===== src/rtl/mcr_pkg.sv =====
// shared types, field layout and constants of the midpoint circle rasteriser
`timescale 1ns / 1ps
package mcr_pkg;

  // field widths
  localparam int COORD_BITS     = 16;
  localparam int WALK_BITS      = 12;
  localparam int DEC_BITS       = 16;
  localparam int RADIUS_BITS    = 11;
  localparam int COLOR_BITS     = 16;
  localparam int DIM_BITS       = 12;
  localparam int PITCH_BITS     = 13;
  localparam int ADDR_BITS      = 24;
  localparam int CFG_DATA_BITS  = 13;
  localparam int CFG_INDEX_BITS = 2;

  // eight mirrored points per step
  localparam int POINTS         = 8;
  localparam int POINT_IDX_BITS = $clog2(POINTS);

  // input item layout
  localparam int IN_CX_LSB      = 0;
  localparam int IN_CY_LSB      = IN_CX_LSB + COORD_BITS;
  localparam int IN_RADIUS_LSB  = IN_CY_LSB + COORD_BITS;
  localparam int IN_COLOR_LSB   = IN_RADIUS_LSB + RADIUS_BITS;
  localparam int IN_USED_BITS   = IN_COLOR_LSB + COLOR_BITS;
  localparam int IN_TDATA_BITS  = ((IN_USED_BITS + 7) / 8) * 8;

  // result item layout
  localparam int OUT_PX_LSB     = 0;
  localparam int OUT_PY_LSB     = OUT_PX_LSB + COORD_BITS;
  localparam int OUT_ADDR_LSB   = OUT_PY_LSB + COORD_BITS;
  localparam int OUT_COLOR_LSB  = OUT_ADDR_LSB + ADDR_BITS;
  localparam int OUT_TDATA_BITS = OUT_COLOR_LSB + COLOR_BITS;
  localparam int OUT_WE_BIT     = 0;
  localparam int OUT_DONE_BIT   = 1;
  localparam int OUT_TUSER_BITS = 2;

  // register reset values
  localparam logic [DIM_BITS-1:0]   WIDTH_RESET  = DIM_BITS'(640);
  localparam logic [DIM_BITS-1:0]   HEIGHT_RESET = DIM_BITS'(480);
  localparam logic [PITCH_BITS-1:0] PITCH_RESET  = PITCH_BITS'(640);

  // decision term constants
  localparam logic [DEC_BITS-1:0] DEC_INIT     = DEC_BITS'(3);
  localparam logic [DEC_BITS-1:0] DEC_INC_KEEP = DEC_BITS'(6);
  localparam logic [DEC_BITS-1:0] DEC_INC_DIAG = DEC_BITS'(10);

  typedef enum logic [CFG_INDEX_BITS-1:0] {
    CFG_SCREEN_WIDTH  = 2'd0,
    CFG_SCREEN_HEIGHT = 2'd1,
    CFG_ROW_PITCH     = 2'd2
  } cfg_index_t;

  typedef enum logic {
    CMD_START = 1'b0,
    CMD_STEP  = 1'b1
  } cmd_t;

  // snapshot of one step, held while its eight points go out
  typedef struct packed {
    logic [COORD_BITS-1:0] cx;
    logic [COORD_BITS-1:0] cy;
    logic [WALK_BITS-1:0]  x;
    logic [WALK_BITS-1:0]  y;
    logic [COLOR_BITS-1:0] color;
    logic                  done;
  } step_job_t;

endpackage


===== src/rtl/midpoint_circle_rasterizer_unit.sv =====
// A step item's snapshot is registered in the point sequencer, and each of its points in the output register.
// The sequencer gives one point per cycle while out_tready does not stall the output, eight per step item;
// a start item, or a step while idle, is taken but gives no point.
// The next step item is taken in the cycle its predecessor's eighth point is loaded.
// Reset (synchronous, active low) clears the walk to idle and loads 640 x 480, pitch 640.
`timescale 1ns / 1ps
module midpoint_circle_rasterizer_unit (
  input  logic                                 clk,
  input  logic                                 rst_n,
  input  logic                                 in_tvalid,
  output logic                                 in_tready,
  // center_x, center_y, radius, color, zero padding
  input  logic [mcr_pkg::IN_TDATA_BITS-1:0]    in_tdata,
  // command
  input  logic                                 in_tuser,
  output logic                                 out_tvalid,
  input  logic                                 out_tready,
  // pixel_x, pixel_y, word_address, pixel_color
  output logic [mcr_pkg::OUT_TDATA_BITS-1:0]   out_tdata,
  // write_enable, circle_done
  output logic [mcr_pkg::OUT_TUSER_BITS-1:0]   out_tuser,
  output logic                                 out_tlast,
  input  logic                                 cfg_we,
  input  logic [mcr_pkg::CFG_INDEX_BITS-1:0]   cfg_index,
  input  logic [mcr_pkg::CFG_DATA_BITS-1:0]    cfg_data
);
  import mcr_pkg::*;

  // configuration registers
  logic [DIM_BITS-1:0]   width_r;
  logic [DIM_BITS-1:0]   height_r;
  logic [PITCH_BITS-1:0] pitch_r;

  // walk state
  logic [WALK_BITS-1:0]  walk_x_r, walk_x_nxt;
  logic [WALK_BITS-1:0]  walk_y_r, walk_y_nxt;
  logic [DEC_BITS-1:0]   dec_r, dec_nxt;
  logic [COORD_BITS-1:0] center_col_r;
  logic [COORD_BITS-1:0] center_row_r;
  logic [COLOR_BITS-1:0] color_r;
  logic                  active_r, active_nxt;

  // point sequencer
  step_job_t                 job_r;
  logic                      job_valid_r;
  logic [POINT_IDX_BITS-1:0] idx_r;

  // output register
  logic                      out_valid_r;
  logic [OUT_TDATA_BITS-1:0] out_data_r;
  logic [OUT_TUSER_BITS-1:0] out_user_r;
  logic                      out_last_r;

  // input fields
  cmd_t                   in_cmd;
  logic [COORD_BITS-1:0]  in_cx;
  logic [COORD_BITS-1:0]  in_cy;
  logic [RADIUS_BITS-1:0] in_radius;
  logic [COLOR_BITS-1:0]  in_color;

  logic in_fire, start_fire, step_fire, out_load, last_pt;

  // step update terms
  logic [DEC_BITS-1:0]     x_w, y_w;
  logic                    dec_pos;
  logic signed [WALK_BITS+1:0] x_next_s, y_next_s;

  // point terms
  logic [WALK_BITS-1:0]  da, db;
  logic [COORD_BITS-1:0] da_w, db_w, px, py;
  logic                  pt_we;
  logic [DIM_BITS+PITCH_BITS-1:0] addr_sum;
  logic [ADDR_BITS-1:0]  pt_addr;

  assign in_cmd    = cmd_t'(in_tuser);
  assign in_cx     = in_tdata[IN_CX_LSB +: COORD_BITS];
  assign in_cy     = in_tdata[IN_CY_LSB +: COORD_BITS];
  assign in_radius = in_tdata[IN_RADIUS_LSB +: RADIUS_BITS];
  assign in_color  = in_tdata[IN_COLOR_LSB +: COLOR_BITS];

  // handshake
  assign out_load   = job_valid_r && (!out_valid_r || out_tready);
  assign last_pt    = (idx_r == POINT_IDX_BITS'(POINTS - 1));
  assign in_tready  = !job_valid_r || (out_load && last_pt);
  assign in_fire    = in_tvalid && in_tready;
  assign start_fire = in_fire && (in_cmd == CMD_START);
  assign step_fire  = in_fire && (in_cmd == CMD_STEP) && active_r;

  // configuration writes
  always_ff @(posedge clk) begin
    if (!rst_n) begin
      width_r  <= WIDTH_RESET;
      height_r <= HEIGHT_RESET;
      pitch_r  <= PITCH_RESET;
    end else if (cfg_we) begin
      case (cfg_index_t'(cfg_index))
        CFG_SCREEN_WIDTH:  width_r  <= cfg_data[DIM_BITS-1:0];
        CFG_SCREEN_HEIGHT: height_r <= cfg_data[DIM_BITS-1:0];
        CFG_ROW_PITCH:     pitch_r  <= cfg_data;
        default: ;
      endcase
    end
  end

  // midpoint update of decision term and walk position
  always_comb begin
    x_w      = DEC_BITS'(walk_x_r);
    y_w      = DEC_BITS'(walk_y_r);
    dec_pos  = !dec_r[DEC_BITS-1] && (|dec_r);
    x_next_s = signed'({2'b00, walk_x_r}) + 14'sd1;
    if (dec_pos) begin
      dec_nxt  = dec_r + ((x_w - y_w) << 2) + DEC_INC_DIAG;
      y_next_s = signed'({2'b00, walk_y_r}) - 14'sd1;
    end else begin
      dec_nxt  = dec_r + (x_w << 2) + DEC_INC_KEEP;
      y_next_s = signed'({2'b00, walk_y_r});
    end
    walk_x_nxt = x_next_s[WALK_BITS-1:0];
    walk_y_nxt = y_next_s[WALK_BITS-1:0];
    active_nxt = !(x_next_s > y_next_s);
  end

  // walk state register
  always_ff @(posedge clk) begin
    if (!rst_n) begin
      walk_x_r     <= '0;
      walk_y_r     <= '0;
      dec_r        <= '0;
      center_col_r <= '0;
      center_row_r <= '0;
      color_r      <= '0;
      active_r     <= 1'b0;
    end else if (start_fire) begin
      walk_x_r     <= '0;
      walk_y_r     <= WALK_BITS'(in_radius);
      dec_r        <= DEC_INIT - DEC_BITS'({in_radius, 1'b0});
      center_col_r <= in_cx;
      center_row_r <= in_cy;
      color_r      <= in_color;
      active_r     <= 1'b1;
    end else if (step_fire) begin
      walk_x_r <= walk_x_nxt;
      walk_y_r <= walk_y_nxt;
      dec_r    <= dec_nxt;
      active_r <= active_nxt;
    end
  end

  // step snapshot for the sequencer
  always_ff @(posedge clk) begin
    if (step_fire) begin
      job_r.cx    <= center_col_r;
      job_r.cy    <= center_row_r;
      job_r.x     <= walk_x_r;
      job_r.y     <= walk_y_r;
      job_r.color <= color_r;
      job_r.done  <= !active_nxt;
    end
  end

  // point sequencer control
  always_ff @(posedge clk) begin
    if (!rst_n) begin
      job_valid_r <= 1'b0;
      idx_r       <= '0;
    end else begin
      if (out_load) begin
        idx_r <= idx_r + POINT_IDX_BITS'(1);
      end
      if (step_fire) begin
        job_valid_r <= 1'b1;
      end else if (out_load && last_pt) begin
        job_valid_r <= 1'b0;
      end
    end
  end

  // octant point: bit 2 swaps x and y, bit 0 negates the column offset, bit 1 the row offset
  always_comb begin
    da       = idx_r[2] ? job_r.y : job_r.x;
    db       = idx_r[2] ? job_r.x : job_r.y;
    da_w     = COORD_BITS'(da);
    db_w     = COORD_BITS'(db);
    px       = idx_r[0] ? (job_r.cx - da_w) : (job_r.cx + da_w);
    py       = idx_r[1] ? (job_r.cy - db_w) : (job_r.cy + db_w);
    pt_we    = !px[COORD_BITS-1] && !py[COORD_BITS-1] &&
               (px < COORD_BITS'(width_r)) && (py < COORD_BITS'(height_r));
    addr_sum = (py[DIM_BITS-1:0] * pitch_r) + (DIM_BITS+PITCH_BITS)'(px[DIM_BITS-1:0]);
    pt_addr  = pt_we ? addr_sum[ADDR_BITS-1:0] : '0;
  end

  // output register
  always_ff @(posedge clk) begin
    if (!rst_n) begin
      out_valid_r <= 1'b0;
    end else if (out_load) begin
      out_valid_r <= 1'b1;
    end else if (out_tready) begin
      out_valid_r <= 1'b0;
    end
  end

  always_ff @(posedge clk) begin
    if (out_load) begin
      out_data_r <= {job_r.color, pt_addr, py, px};
      out_user_r <= {job_r.done && last_pt, pt_we};
      out_last_r <= last_pt;
    end
  end

  assign out_tvalid = out_valid_r;
  assign out_tdata  = out_data_r;
  assign out_tuser  = out_user_r;
  assign out_tlast  = out_last_r;

endmodule


===== config.mk =====
export PLATFORM = sky130hd
export DESIGN_NAME = midpoint_circle_rasterizer_unit
export DESIGN_NICKNAME = d
export VERILOG_FILES = /design/src/rtl/mcr_pkg.sv /design/src/rtl/midpoint_circle_rasterizer_unit.sv
export SDC_FILE = /design/constraint.sdc
export NUM_CORES = 1
export LEC_CHECK = 0
export CORE_MARGIN = 2
export CORE_UTILIZATION = 50
export CTS_BUF_LIST = sky130_fd_sc_hd__clkbuf_8
export CTS_CLUSTER_SIZE = 30
export DETAILED_ROUTE_END_ITERATION = 8
export DONT_BUFFER_PORTS = 1
export PLACE_DENSITY = 0.68
export SLEW_MARGIN = 40
export SYNTH_ARGS = -nofsm -noshare
export SYNTH_HDL_FRONTEND = slang
export SYNTH_SLANG_ARGS = --single-unit

===== constraint.sdc =====
create_clock -name clk -period 8.7 [get_ports clk]
set_input_delay 1.305 -clock clk [delete_from_list [all_inputs] [get_ports clk]]
set_output_delay 1.305 -clock clk [all_outputs]
set_load 0.05 [all_outputs]

======== Word-level counts from Yosys, hierarchy flattened ========
Index checks and enable logic that the tools add are counted.
cells by class
  $mul .................................... 1
  reductions and logical operators ........ 28
  add/sub/neg operators ................... 14
  multiplexer cells ....................... 16
  order comparisons ....................... 3
  equal/unequal tests ..................... 3
  bitwise gates (word level) .............. 2
operators by type and width
  operator                                            count
  two-way mux 16 bit                                  5
  adder 16 x 12 -> 16 bit                             2
  < comparator 16 x 12 -> 1 bit                       2
  subtractor 16 x 12 -> 16 bit                        2
  adder 24 x 12 -> 24 bit                             1
  multiplier 12 x 13 -> 24 bit                        1
  two-way mux 12 bit                                  2
  two-way mux 11 bit                                  2
  adder 16 x 14 -> 16 bit                             1
  adder 16 bit                                        1
  adder 16 x 3 -> 16 bit, second input constant       1
  adder 16 x 4 -> 16 bit, second input constant       1
  OR reduction 16 bit                                 1
  > comparator 14 bit                                 1
  two-way mux 14 bit                                  1
  adder 12 x 1 -> 13 bit, second input constant       1
  subtractor 12 x 1 -> 13 bit, second input constant  1
  subtractor 12 x 12 -> 13 bit                        1
  subtractor 2 x 12 -> 13 bit, first input constant   1
  logical AND 1 bit                                   11
  logical NOT 1 bit                                   6
  two-way mux 1 bit                                   6
  AND reduction 2 bit                                 3
  nonzero test 2 bit                                  3
  other kinds (8)                                     10
word-level totals
  bits in registers ....................... 279
  input bits .............................. 85

======== Logic depth before layout (Yosys ltp) ========
Gate-level depths: netlist of the first run.
  depth in word-level cells ............... 10
  depth in mapped cells ................... 38

======== Worst setup path before layout of the first run ========
No wires, ideal clock.
  kind .................................... reg2reg
  from .................................... register idx_r[2]
  to ...................................... register out_data_r[54], in the netlist out_tdata[54], data pin
  arrival ................................. 8634 ps
  path buffers ............................ 5
  library setup time ...................... 190 ps
  setup slack ............................. -124 ps
  stages on the path, launching flop included .. 35
  cell sequence ........................... dfxtp_1 -> buf_2 -> buf_1 -> clkbuf_1 -> clkbuf_1 -> mux2i_1 -> ha_1 -> nor2_1 -> a21oi_1 -> inv_1 -> ha_1 -> nor2b_1 -> o2111ai_1 -> nand3_1 -> a2111oi_0 -> or3_1 -> clkbuf_1 -> nand2_1 -> fa_1 -> fa_1 -> inv_1 -> fa_1 -> fa_1 -> inv_1 -> fa_1 -> inv_1 -> ha_1 -> nand2_1 -> o211ai_1 -> a31oi_1 -> o21ai_0 -> a21o_1 -> a21o_2 -> mux2i_1 -> a2111oi_2
RTL lines
  element                                                                        line                                                                            source
  from (decl)                                                                    midpoint_circle_rasterizer_unit.sv:46                                           logic [POINT_IDX_BITS-1:0] idx_r;
  from (signal assigned)                                                         midpoint_circle_rasterizer_unit.sv:168                                          idx_r <= idx_r + POINT_IDX_BITS'(1);
  two-way mux 12 bit *                                                           midpoint_circle_rasterizer_unit.sv:181                                          db = idx_r[2] ? job_r.x : job_r.y;
  adder 16 x 12 -> 16 bit or subtractor 16 x 12 -> 16 bit (tied branches)        midpoint_circle_rasterizer_unit.sv:185                                          py = idx_r[1] ? (job_r.cy - db_w) : (job_r.cy + db_w);
  two-way mux 16 bit *                                                           midpoint_circle_rasterizer_unit.sv:185
  net py[11]                                                                     midpoint_circle_rasterizer_unit.sv:70                                           logic [COORD_BITS-1:0] da_w, db_w, px, py;
  multiplier 12 x 13 -> 24 bit or < comparator 16 x 12 -> 1 bit (tied branches)  midpoint_circle_rasterizer_unit.sv:188, midpoint_circle_rasterizer_unit.sv:187
  adder 24 x 12 -> 24 bit or logical AND 1 bit (tied branches)                   midpoint_circle_rasterizer_unit.sv:188, midpoint_circle_rasterizer_unit.sv:187
  to (signal assigned)                                                           midpoint_circle_rasterizer_unit.sv:205                                          out_data_r <= {job_r.color, pt_addr, py, px};
  to (decl)                                                                      midpoint_circle_rasterizer_unit.sv:50                                           logic [OUT_TDATA_BITS-1:0] out_data_r;
The timed path passes the listed nets; every way through them passes the cells marked *.
A chain may end at the register's enable or synchronous reset.

======== Final worst setup path of the first run ========
  from .................................... register idx_r[2]
  to ...................................... register out_data_r[55], in the netlist out_tdata[55], data pin
on the way
  cells in the longest elaborated chain, start to end .. 7
RTL lines
  element
  branches (longest 7 deep; another with multiplier 12 x 13 -> 24 bit)
Several ways; the timed one is not identified.

==> out/summary.txt, run 1 <==
Total grt overflow - 0
CP startpoint kind - register
Count of non-filler cells in the finished layout - 2,801
Yosys warnings - 0
Pin count of the biggest net entering global routing - 120
Global-route wire length before repair - 81.9 mm
CTS root buffer - clkbuf_8
WP data arrival - 8710 ps
Total GRT Usage - 0.235
GPL Wtd Cong - 0.922
Seq/Total Area, Yosys - 0.334
CTS buffer count - 47
Vias in the first global route - 15,700
Status - complete, no violations
Crit-path max cell delay - 540 ps
H-Tree Depth - 2
IO Count - 162
Netlist cell types - 88
Share of async-settable or async-resettable flops after synthesis - 0
Dpl hpwl - 39.2 mm
GR Util met3 - 0.0398
Worst-Skew Late Latency - 650 ps
F_max - 120 MHz
DRT Pass-1 Iters - 5
Hold Crit Class - reg -> reg
P&R area growth vs syn - 8.50%
Die Ht - 210 µm
Sinks on Clock Net - 279
Clock Pin Slew Worst Setup and Hold Paths - 60 ps
Buffers and inverters on the worst path - 6
Top_reg_cell synth - edfxtp_1
Residual DRC count - 0
Max clock buf depth - 3
Setup bufs post-CTS - 0
I/O Buffers - 0
Required time worst endpoint - 9080 ps
Worst Max-Slew Pin Slew - 774 ps
Slew headroom - 0.476
Syn Inst Count - 2,219
Die area - 43,900 µm²
Skew final - 39.9 ps
Layer with the highest usage - met2
P_leak - 9.83 nW
DIE WIDTH - 210 µm
Seq cells post-synth - 279
Syn Nets - 2,631
Total Power - 4.08 mW
Power Density - 178 nW/µm²
Nets - 2,636
Core area - 41,900 µm²
TritonCTS clock tree - yes
Effective utilization at floorplan - 0.505
DR vias - 15,600
Placed insts - 2,714
Post-Synthesis Cell Area - 21,100 µm²
Number of DRC markers in iteration 0 - 764
Crit path capture type - register
N_diodes - 0
Max Cap Violations - 0
FILL cells - 3,715
Maximum VDD drop - 117 µV
Routed WL - 51.0 mm
Most used cell, CP - fa_1
Slowest CP cell - fa_1
Synthesized area per cell - 9.53 µm²
Initial antenna violation count - 0
Post-synth EDFFs - 148
Routed length per instance - 18.2 µm
Met2 Usage GRT - 0.424
Share of layout cells above drive strength 1 - 0.0800
Period utilization - 0.957
Slew Limit Fails - 0
Number of vias per cell - 5.55
Hold Vio Cnt, Final - 0
Crit path time final - 8330 ps
CP max FO - 21
Cell family with most CP delay - adder cells
Setup violators final - 0
Final ANT Viol Nets - 0
Critical path class - reg -> reg
Setup TNS - 0 ps
Global routing usage on met1 - 0.281
Rows - 75
==> flip-flops by register name (all words and copies together), names as in the netlist <==
register      count
job_r            73
out_tdata        72
center_col_r     16
center_row_r     16
color_r          16
dec_r            16
pitch_r          13
height_r         12
walk_x_r         12
walk_y_r         12
width_r          12
idx_r             3
out_tuser         2
active_r          1
job_valid_r       1
out_tlast         1
out_tvalid        1
==> cells in the final DEF, fill, tap and decap left out, types with 11 or more instances in the layout <==
cell | synthesis | final
clkinv_2 | 0 | 16
a21boi_0 | 87 | 87
nand3_1 | 26 | 25
and3_1 | 16 | 15
nor4_2 | 17 | 17
inv_1 | 259 | 266
o21a_1 | 19 | 19
nand4_1 | 11 | 11
edfxtp_1 | 148 | 148
a31oi_1 | 17 | 17
buf_4 | 1 | 37
o211ai_1 | 24 | 24
xnor2_1 | 71 | 66
o21ai_0 | 65 | 62
nor2_1 | 87 | 86
nand2b_1 | 16 | 16
dfxtp_1 | 131 | 130
mux2i_1 | 24 | 24
nor3_1 | 49 | 48
nor2b_1 | 31 | 31
ha_1 | 202 | 202
nand2_1 | 337 | 337
fa_1 | 125 | 125
xor2_1 | 59 | 59
and2_1 | 64 | 64
clkbuf_8 | 1 | 52
or3_1 | 14 | 13
a21o_1 | 18 | 18
a21oi_1 | 73 | 73
==> cell usage after synthesis (all sizes together), types with 6 or more instances <==
library cell / n / area share
a211oi: 11 / 0.0041
a21boi: 87 / 0.031
a21o: 23 / 0.0085
a21oi: 73 / 0.017
a221oi: 7 / 0.0029
a31oi: 17 / 0.0050
and2: 64 / 0.019
and3: 17 / 0.0051
buf: 11 / 0.0040
clkbuf: 74 / 0.014
dfxtp: 131 / 0.12
edfxtp: 148 / 0.21
fa: 125 / 0.12
ha: 202 / 0.12
inv: 259 / 0.046
mux2i: 24 / 0.011
nand2: 337 / 0.060
nand2b: 16 / 0.0047
nand3: 26 / 0.0062
nand3b: 6 / 0.0021
nand4: 11 / 0.0033
nor2: 87 / 0.015
nor2b: 31 / 0.0092
nor3: 49 / 0.012
nor4: 27 / 0.014
nor4b: 9 / 0.0043
o211ai: 24 / 0.0085
o21a: 19 / 0.0067
o21ai: 66 / 0.016
o31a: 6 / 0.0025
or2: 8 / 0.0024
or3: 15 / 0.0047
xnor2: 72 / 0.030
xor2: 59 / 0.024
==> layout make-up <==
| type | count | area [µm²] | share of cell area |
|---|---|---|---|
| clock buffer | 52 | 716 | 0.0312 |
| timing repair buffer | 41 | 350 | 0.0153 |
| sequential | 279 | 7070 | 0.308 |
| inverter | 260 | 980 | 0.0427 |
| multi-input combinational | 1595 | 12800 | 0.559 |
| tap | 539 | 674 | 0.0294 |
| clock inverter | 35 | 319 | 0.0139 |
==> where the power goes <==
part | total (mW) | internal [mW] | switching, mW
combinational | 1.30 | 0.541 | 0.761
sequential | 1.49 | 1.43 | 0.0619
clock | 1.29 | 0.712 | 0.573
==> through the flow <==
| step | utilization | hold slack [ps] | cell area (µm²) | worst slack (ps) |
|---|---|---|---|---|
| after global placement | 0.520 | 402 | 21800 | 158 |
| final | 0.548 | 415 | 22900 | 370 |
| after CTS | 0.547 | 414 | 22900 | 80.7 |
| after global routing | 0.548 | 417 | 22900 | -45.6 |
| after floorplan | - | 400 | 21100 | 48.4 |
| after detailed placement | 0.523 | 408 | 21900 | 73.5 |
==> path summary, 6_finish.rpt <==
path	cells past startpoint	slack, ps	to	startpoint
hold reg to reg	0	420	out_tdata[59]$_DFFE_PP_	job_r[4]$_DFFE_PP_
hold / removal	0	420	out_tdata[59]$_DFFE_PP_	job_r[4]$_DFFE_PP_
setup / recovery	30	370	out_tdata[55]$_SDFFCE_PN0P_	idx_r[2]$_SDFFE_PN0P_
setup reg to reg	30	370	out_tdata[55]$_SDFFCE_PN0P_	idx_r[2]$_SDFFE_PN0P_
==> metal layers <==
| metal | vias to the layer above | share of wire |
|---|---|---|
| li1 | 7579 | - |
| met1 | 7573 | 0.42 |
| met2 | 319 | 0.50 |
| met3 | 79 | 0.044 |
| met4 | 0 | 0.030 |
| met5 | - | 0 |
==> kinds of logic (layout without fill, tap and decap cells) <==
logic type      after synthesis  count (layout)  share of synthesized area
fa+ha+maj                   327             327                      0.238
compound gates              397             397                      0.131
buf+inv                     345             388                     0.0637
flops                       279             279                      0.334
xor+xnor                    132             132                     0.0557
mux                          24              24                     0.0114
simple gates                715             715                      0.166
==> timing repair <==
action / 4_1_cts / 5_1_grt
resized for setup: 0 / 8
hold buffers: 0 / 0
endpoints found under the setup margin: 0 / 6
(Power assumes the default switching activity.)
==> run 2: changes to the inputs <==
==> constraint.sdc (replaced) <==
create_clock -name clk -period 6.83 [get_ports clk]
set_input_delay 2.049 -clock clk [delete_from_list [all_inputs] [get_ports clk]]
set_output_delay 2.049 -clock clk [all_outputs]
set_load 0.05 [all_outputs]
==> out/summary.txt, run 2 (synthesis results as in run 1) <==
Slew headroom - 0.487 (+0.0111)
WL met1 - 22.5 mm (+4.5%)
Hold Crit Class - reg -> reg
Placement Cell Area - 23,400 µm² (+7.1%)
Worst Max-Slew Pin Slew - 770 ps (-4.40 ps)
Setup TNS - -6620 ps (-6620 ps)
Design Area, Final - 25,300 µm² (+10%)
Crit-path max cell delay - 530 ps (about the same)
FILL cells - 3,518 (-5.3%)
Core area - 41,900 µm² (unchanged)
Register-to-Register Path Depth - 30 (unchanged)
Failing checks - negative setup slack
Power Density - 225 nW/µm² (+27%)
Met3 Wirelength - 3.62 mm (+60%)
Vias in the first global route - 17,200 (+9.5%)
Skew final - 51.7 ps (+11.8 ps)
N_diodes - 0 (unchanged)
Crit path capture type - register
I/O Buffers - 0 (unchanged)
Most frequent cells in the layout - 328 x nand2_1, 259 x inv_1, 249 x buf_4
Total GRT Usage - 0.247 (+0.0116)
Max FFs per register - 73 (unchanged)
IO Count - 162 (unchanged)
Number of vias per cell - 5.51 (-0.70%)
Most used cell, CP - fa_1
Max clock buf depth - 3 (unchanged)
DRT Pass-1 Iters - 6 (+1)
CTS buffer count - 46 (-2.1%)
Reg-to-Reg Start - job_r[19]$_DFFE_PP_
CP Launch Point - job_r[19]$_DFFE_PP_
Routed length per instance - 17.8 µm (-2.5%)
TritonCTS clock tree - yes
Period utilization - 1.13 (+0.168)
Crit path time final - 7690 ps (-641 ps)
Rows - 75 (unchanged)
Placed insts - 2,902 (+6.9%)
DR WL met2 - 25.4 mm (-1.0%)
Nets - 2,858 (+8.4%)
Highest routed layer - met4
Clock Pin Slew Worst Setup and Hold Paths - 60 ps (about the same)
Hold Vio Cnt, Final - 0 (unchanged)
Effective utilization at floorplan - 0.505 (unchanged)
Critical path class - reg -> reg
P&R area growth vs syn - 19.6%
Count of non-filler cells in the finished layout - 3,023 (+7.9%)
CP max FO - 5 (-76%)
Residual DRC count - 0 (unchanged)
Setup WS post-layout - -859 ps (-1230 ps)
Number of DRC markers in iteration 0 - 914 (+20%)
Final ANT Viol Nets - 0 (unchanged)
Worst-Skew Late Latency - 640 ps (about the same)
P_leak - 11.0 nW (+12%)
CTS root buffer - clkbuf_8
H-Tree Depth - 2 (unchanged)
Slew Limit Fails - 0 (unchanged)
Hold_ws - 382 ps (-32.7 ps)
GPL Wtd Cong - 0.914 (-0.87%)
Required time worst endpoint - 7210 ps (-1870 ps)
Commonest non-fill, non-tap cell in the layout - nand2_1
Max Cap Violations - 0 (unchanged)
Die area - 43,900 µm² (unchanged)
Sinks on Clock Net - 279 (unchanged)
Reg-to-Reg End - out_tdata[55]$_SDFFCE_PN0P_
Share of layout cells above drive strength 1 - 0.209 (+0.129)
FF-to-FF setup slack - -860 ps (-1230 ps)
Dpl hpwl - 40.9 mm (+4.3%)
Slowest CP cell - fa_1
Crit path capture - out_tdata[55]$_SDFFCE_PN0P_
RSZ-0062 raised after global routing - yes
F_max - 130 MHz (+8.3%)
Die Ht - 210 µm (unchanged)
CP startpoint kind - register
Global-route wire length before repair - 86.3 mm (+5.5%)
Top reg by flops - job_r
DIE WIDTH - 210 µm (unchanged)
Multi-input combinational cell area - 13,600 µm² (+5.6%)
Register area - 7070 µm² (about the same)
Total grt overflow - 0 (unchanged)
Routed WL - 53.7 mm (+5.2%)
Post-CTS Hold Buffers - 0 (unchanged)
Pin count of the biggest net entering global routing - 120 (unchanged)
Setup violators final - 14 (+14)
Maximum VDD drop - 192 µV (+64%)
WP data arrival - 8070 ps (-640 ps)
Status - finished, violations left
Initial antenna violation count - 0 (unchanged)
DR vias - 16,700 (+7.2%)
-- run 2: cell types whose count changed in the layout (fill, tap and decap cells not counted), moves of 9 or more --
cell     before  now
nand2_2       0    9
buf_4        37  249
a21oi_1      73   62
fa_1        125  115
and2_4        0   10
nor2_1       86   76
and2_1       64   54
nand2_1     337  328
inv_2         0   15
ha_4          0   13
ha_1        202  185
buf_6         0   11
fa_2          0   10
-- run 2: worst max-delay path: cells and delay by family (launching register included) --
| family | cells | cell delay, ps |
|---|---|---|
| adders and majority gates | 7 | 3070 |
| buffers and inverters | 6 | 500 |
| DFF | 1 | 410 |
| xor gates and xnor gates | 3 | 550 |
| AOI/OAI and AO/OA | 10 | 2030 |
| and+or+nand+nor | 4 | 870 |
-- run 2: area by class of cell --
cell class	instances	share of cell area
inverters	260	0.0387
well taps	539	0.0267
flip-flops and latches	279	0.280
multi-input cells	1595	0.536
clock buffers	54	0.0294
repair buffers	264	0.0816
clock inverters	32	0.00797
-- run 2: how the worst min path moves through the flow --
stage | endpoint | slack [ps] | startpoint | depth (start not counted)
2_1_floorplan | out_tdata[56]$_DFFE_PP_ | 400 | job_r[1]$_DFFE_PP_ | 0
3_3_place_gp | out_tdata[57]$_DFFE_PP_ | 400 | job_r[2]$_DFFE_PP_ | 0
3_5_place_dp | out_tdata[65]$_DFFE_PP_ | 410 | job_r[10]$_DFFE_PP_ | 0
4_1_cts | out_tdata[65]$_DFFE_PP_ | 370 | job_r[10]$_DFFE_PP_ | 0
5_1_grt | out_tdata[65]$_DFFE_PP_ | 380 | job_r[10]$_DFFE_PP_ | 0
6_report | out_tdata[65]$_DFFE_PP_ | 380 | job_r[10]$_DFFE_PP_ | 0
-- run 2: routing by layer --
metal | vias to the layer above | track usage
li1 | 8026 | -
met1 | 8051 | 0.306
met2 | 467 | 0.416
met3 | 121 | 0.0557
met4 | 0 | 0.100
met5 | - | 0
-- run 2: stage by stage --
step                      setup WS (ps)   util  total power, mW
after floorplan                    -782      -             3.35
after global placement            -1010  0.560             3.92
after detailed placement          -1090  0.560             3.97
after CTS                          -854  0.591             5.63
after global routing              -1110  0.604             6.07
final                              -859  0.604             5.69
-- run 2: repair_timing --
action,in CTS,in global routing
setup buffers,17,20
cloned,0,0
setup endpoints to repair,15,16
hold endpoints to repair,0,0
resized for setup,47,90
pin swaps,54,88
-- run 2: report_power, final --
group	switching [mW]	leakage [nW]	total, mW	internal, mW
clock	0.707	0.548	1.51	0.801
sequential	0.0781	2.51	1.90	1.82
combinational	1.21	7.93	2.29	1.08
